===== src/rtl/clit_pkg.sv =====
// Shared types and constants for the clamped linear interpolation table.
package clit_pkg;

   localparam int VALUE_BITS       = 32;
   localparam int INDEX_BITS       = 10;
   localparam int ENTRY_COUNT_BITS = 11;
   localparam int CSR_INDEX_BITS   = 2;
   localparam int RECIP_BITS       = 32;

   typedef enum logic [1:0] {
      KIND_LOAD  = 2'd0,
      KIND_VALUE = 2'd1,
      KIND_INDEX = 2'd2
   } kind_type;

   typedef enum logic [1:0] {
      STAT_OK      = 2'd0,
      STAT_EMPTY   = 2'd1,
      STAT_REFUSED = 2'd2
   } status_type;

   typedef enum logic [CSR_INDEX_BITS-1:0] {
      CSR_RANGE_LOW  = 2'd0,
      CSR_RANGE_HIGH = 2'd1,
      CSR_ENTRIES    = 2'd2
   } csr_index_type;

   typedef struct packed {
      kind_type                      kind;
      logic signed [VALUE_BITS-1:0]  position;
      logic [INDEX_BITS-1:0]         entry_index;
      logic signed [VALUE_BITS-1:0]  entry_value;
   } req_type;

   typedef struct packed {
      logic signed [VALUE_BITS-1:0]  result_value;
      status_type                    status;
   } rsp_type;

   // controller -> datapath
   typedef struct packed {
      logic take;
      logic eval;
      logic read_a;
      logic read_b;
      logic scale;
      logic deliver;
   } cmd_type;

   // datapath -> controller
   typedef struct packed {
      logic wants_div;
      logic wants_read;
      logic div_done;
   } stat_type;

endpackage


===== src/rtl/clit_ctrl.sv =====
// Controller: sequences one item at a time and owns the result valid flag.
module clit_ctrl (
   input  logic                clock,
   input  logic                reset,
   input  logic                req_valid,
   output logic                req_stall,
   output logic                rsp_valid,
   input  logic                rsp_stall,
   input  clit_pkg::stat_type  stat,
   output clit_pkg::cmd_type   cmd
);
   import clit_pkg::*;

   typedef enum logic [2:0] {
      ST_IDLE,
      ST_EVAL,
      ST_DIV,
      ST_READ_A,
      ST_READ_B,
      ST_SCALE,
      ST_DELIVER
   } state_type;

   state_type state_ff;
   state_type state_in;
   logic      rsp_valid_ff;
   logic      out_free;

   assign out_free = !rsp_valid_ff || !rsp_stall;

   always_comb begin
      cmd         = '0;
      cmd.take    = (state_ff == ST_IDLE) && req_valid;
      cmd.eval    = (state_ff == ST_EVAL);
      cmd.read_a  = (state_ff == ST_READ_A);
      cmd.read_b  = (state_ff == ST_READ_B);
      cmd.scale   = (state_ff == ST_SCALE);
      cmd.deliver = (state_ff == ST_DELIVER) && out_free;
   end

   always_comb begin
      state_in = state_ff;
      unique case (state_ff)
         ST_IDLE: begin
            if (req_valid) state_in = ST_EVAL;
         end
         ST_EVAL: begin
            if (stat.wants_div) begin
               state_in = ST_DIV;
            end else if (stat.wants_read) begin
               state_in = ST_READ_A;
            end else begin
               state_in = ST_DELIVER;
            end
         end
         ST_DIV: begin
            if (stat.div_done) state_in = ST_DELIVER;
         end
         ST_READ_A: begin
            state_in = ST_READ_B;
         end
         ST_READ_B: begin
            state_in = ST_SCALE;
         end
         ST_SCALE: begin
            state_in = ST_DELIVER;
         end
         ST_DELIVER: begin
            if (out_free) state_in = ST_IDLE;
         end
         default: begin
            state_in = ST_IDLE;
         end
      endcase
   end

   always_ff @(posedge clock) begin
      if (reset) begin
         state_ff     <= ST_IDLE;
         rsp_valid_ff <= 1'b0;
      end else begin
         state_ff <= state_in;
         if (cmd.deliver) begin
            rsp_valid_ff <= 1'b1;
         end else if (!rsp_stall) begin
            rsp_valid_ff <= 1'b0;
         end
      end
   end

   assign req_stall = (state_ff != ST_IDLE);
   assign rsp_valid = rsp_valid_ff;

endmodule


===== config.mk =====
export PLATFORM = sky130hd
export DESIGN_NAME = clit_ctrl
export DESIGN_NICKNAME = d
export VERILOG_FILES = /design/src/rtl/clit_pkg.sv /design/src/rtl/clit_ctrl.sv
export SDC_FILE = /design/constraint.sdc
export NUM_CORES = 1
export LEC_CHECK = 0
export BUFFER_PORTS_ARGS = -buffer_cell sky130_fd_sc_hd__buf_2
export CAP_MARGIN = 10
export CORE_AREA = 5 5 42 44
export CTS_CLUSTER_DIAMETER = 120
export DETAILED_ROUTE_END_ITERATION = 16
export DIE_AREA = 0 0 47 49
export GPL_TIMING_DRIVEN = 0
export PLACE_DENSITY_LB_ADDON = 0.15
export SLEW_MARGIN = 40
export SYNTH_ARGS = -nofsm -noshare
export SYNTH_HDL_FRONTEND = slang
export SYNTH_SLANG_ARGS = --single-unit

===== constraint.sdc =====
create_clock -name clock -period 1.53 [get_ports clock]
set_input_delay 0 -clock clock [delete_from_list [all_inputs] [get_ports clock]]
set_output_delay 0 -clock clock [all_outputs]
set_load 0.03 [all_outputs]

* Word level (Yosys, flattened, before mapping)
Index checks and enable logic that the tools add are counted.
Storage, ports and cells: bits in registers 4, bits in latches 0, bits in writable memories 0, memory bits (read-only) 0, input bits 7, word-level logic and storage cells 28, memories kept 0
Cells by class: add/sub/neg operators 0, multipliers 0, divide/modulo/power cells 0, magnitude comparators 0, equality and inequality tests 10, shifts and indexed selects 0, multiplexer cells 8, bitwise logic cells 0, reductions and logical operators 8
Operators by type and width (count):
- one-hot mux 3 bit (7 select lines) | 1
- 2-to-1 mux 3 bit | 5
- equality test 3 bit, second input constant | 3
- equality test 3 x 2 -> 1 bit, second input constant | 2
- inequality test 2 bit, second input constant | 3
- equality test 3 x 1 -> 1 bit, second input constant | 1
- logical NOT 3 bit | 1
- AND reduction 3 bit | 1
- nonzero test 3 bit | 1
- logical AND 1 bit | 2
- logical NOT 1 bit | 2
- 2-to-1 mux 1 bit | 2
- inequality test 2 x 1 -> 1 bit, second input constant | 1
- logical OR 1 bit | 1

* Longest topological paths before layout
word-level depth 4, depth in mapped cells 4, mapped depth without buffers 3

* Least setup slack after synthesis
OpenSTA, ideal clock, no wires.
path type register to output, start register state_ff[1], end output cmd[5] (netlist name), arrival 1.273 ns, data required time 1.530 ns, slack 0.257 ns, cell stages (with the launch flop) 4, buffers on the path 1, path through dfxtp_1 -> buf_6 -> or3_4 -> nor2_1
RTL lines:
- start: declaration | line clit_ctrl.sv:24 | state_type state_ff;
- start signal: assignment | line clit_ctrl.sv:82 | state_ff <= state_in;
- end: declaration | line clit_ctrl.sv:10 | output clit_pkg::cmd_type cmd

==> reports/metrics.csv <==
metric,value,unit
Startpoint Class,flop,
die area,0.00230,sq mm
CP Data Required Time,1530,ps
post-synthesis cell count,33,
CTS tree,built,
Yosys warnings,0,
Max Slew Vio Count,0,
CP Max Fanout,9,
Root Buffer,clkbuf_4,
clk_lat worst skew,230,ps
Ant. Diodes,0,
met3 Use GR,4.43,%
vias in the first global route,298,
first-pass GRT wire length,1300,microns
global routing's busiest layer,met1,
worst min-delay path class,input pin to flop,
"commonest non-fill, non-tap cell in the layout",buf_2,
Die Ht,49,microns
Area Overhead vs Synth,43.6,%
boundary pin count,15,
number of routed nets with antenna violations,0,
ratio of cells with drive above 1 in the final layout,47.1,%
Syn Area/Cell,8.53,sq um
Final HPWL DP,553,microns
final cycle utilization of the critical path,86.3,%
fillcell total,167,
Wirelength per Cell,10.9,microns
#FFs+latches synth,4,
gpl congestion,0.701,
Final Hold Fails,0,
"Remaining Overflow, GRT",0,
Worst Path Arrival,1320,ps
sequential element share of the synthesized area,28.4,%
post-CTS setup buffer count,0,
buffers added on ports,14,
core area,0.00140,sq mm
Finish-stage setup viols,0,
worst rel slew slack,81.3,%
largest net degree at the start of global routing,11,
VDD IR max,0.506,mV
Slowest Stage Delay on Critical Path,370,ps
met1 Track Usage GR,10.5,%
GR Util All Layers,7.81,%
crit-path cells,"buf_6, or3_4, nor2_1, buf_2",
DRT Wirelength,730,microns
setup_tns,0,ps
Critical Path Sink Type,primary output,
DRT iter0 DRCs,14,
Clock Tree Buf Depth,2,
syn nets,40,
Hold WS,102,ps
Mapped Area,282,sq um
slew at the pin closest to its max-slew limit,277,ps
DRT Pass-1 Iters,4,
CTS buffer count,3,
Rows,14,
max-cap viol count,0,
outcome,"finished, final reports clean",
Max Clk Rate,0.757,GHz
nets,60,
pwr dens,1160,mW/mm^2
initial antenna violation count,0,
clk_skew,4.13,ps
Pleak,0.000188,uW
setup repair after global routing missed its margin,no,
Num Clock Sinks,4,
"commonest non-fill, non-tap cells in the layout","buf_2, a21oi_1, dfxtp_1",
number of library cell types mapped by synthesis,22,
DR vias,302,
met2 Use GR,10.2,%
Die W,47,microns
critical path class,flop to primary output,
Starting Density,20.1,%
Final Critical Period,1320,ps
Crit-path slowest cell,or3_4,
CTS H-tree lvls,1,
vias per inst,4.51,
"Reg clk slew, reported paths",40,ps
number of remaining DRC errors,0,
## final timing paths
check                           startpoint                       end  slack (ps)  depth (start not counted)
setup / recovery  state_ff[1]$_SDFFE_PP0P_                    cmd[5]         210                          4
hold / removal                   rsp_stall    rsp_valid$_SDFFE_PP0P_         100                          3
setup reg to reg  state_ff[1]$_SDFFE_PP0P_  state_ff[2]$_SDFFE_PP0P_         360                          4
hold reg to reg   state_ff[1]$_SDFFE_PP0P_  state_ff[0]$_SDFFE_PP0P_         550                          2
## report_power, final
part / total (uW) / switching [uW] / internal (uW)
Clock: 130 / 42.6 / 87.7
Sequential: 124 / 6.89 / 117
Combinational: 215 / 127 / 87.9
Total: 470 / 177 / 293
## what timing repair did
action	4_1_cts	5_1_grt
hold buffers	1	0
setup endpoints to repair	0	0
hold endpoints to repair	4	0
gates resized for setup	0	0
## metrics by stage
step / utilization (%) / setup WS (ps) / std cells / instance area [sq um] / total power [uW]
2_1_floorplan: - / 257 / 33 / 282 / 288
6_report: 28.8 / 210 / 67 / 404 / 470
3_5_place_dp: 26.5 / 365 / 63 / 372 / 341
4_1_cts: 28.8 / 187 / 67 / 404 / 479
3_3_place_gp: 26.5 / 357 / 63 / 372 / 343
5_1_grt: 28.8 / 128 / 67 / 404 / 508
## flip-flops by register name, summed over array words and instances, names as in the netlist
| signal | count |
|---|---|
| rsp_valid | 1 |
| state_ff | 3 |
## kinds of logic after synthesis
logic type | count (synthesis) | synth area share (%)
flip-flops | 4 | 28.4
AND/OR/NAND/NOR | 14 | 32.0
AO/OA/AOI/OAI | 10 | 28.4
buffers and inverters | 5 | 11.1
## cell type report
type	instances	area (sq um)	area share, %
buffer	3	23.8	5.88
inverter	2	7.51	1.86
clock buffer	3	22.5	5.57
multi-input combinational	24	170	42.1
tap	16	20.0	4.95
sequential	4	80.1	19.8
timing repair buffer	15	80.1	19.8
## synth_stat cells, drive strengths merged
library cell / number / area, sq um
buf: 3 / 23.8
dfxtp: 4 / 80.1
a21oi: 4 / 20.0
inv: 2 / 7.51
or2: 1 / 6.26
nand2: 2 / 7.51
or3: 2 / 17.5
a211oi: 2 / 20.0
nor3b: 3 / 22.5
a41oi: 1 / 8.76
nand3b: 1 / 7.51
nor4bb: 1 / 10.0
nor3: 1 / 5.00
nor2: 2 / 7.51
o21ba: 1 / 10.0
o22ai: 1 / 12.5
a211o: 1 / 8.76
and3: 1 / 6.26
## layer usage
metal  wire length (microns)  part of all wire, %
met1                     360                   49
met2                     312                   43
met3                      57                  7.8
met4                       0                    0
met5                       0                    0
## worst max-delay path: cells and delay by family (launching register included)
family        cells  cell delay, ps
flops             1             300
buf+inv           2             330
simple gates      2             460
(Power assumes the default switching activity.)
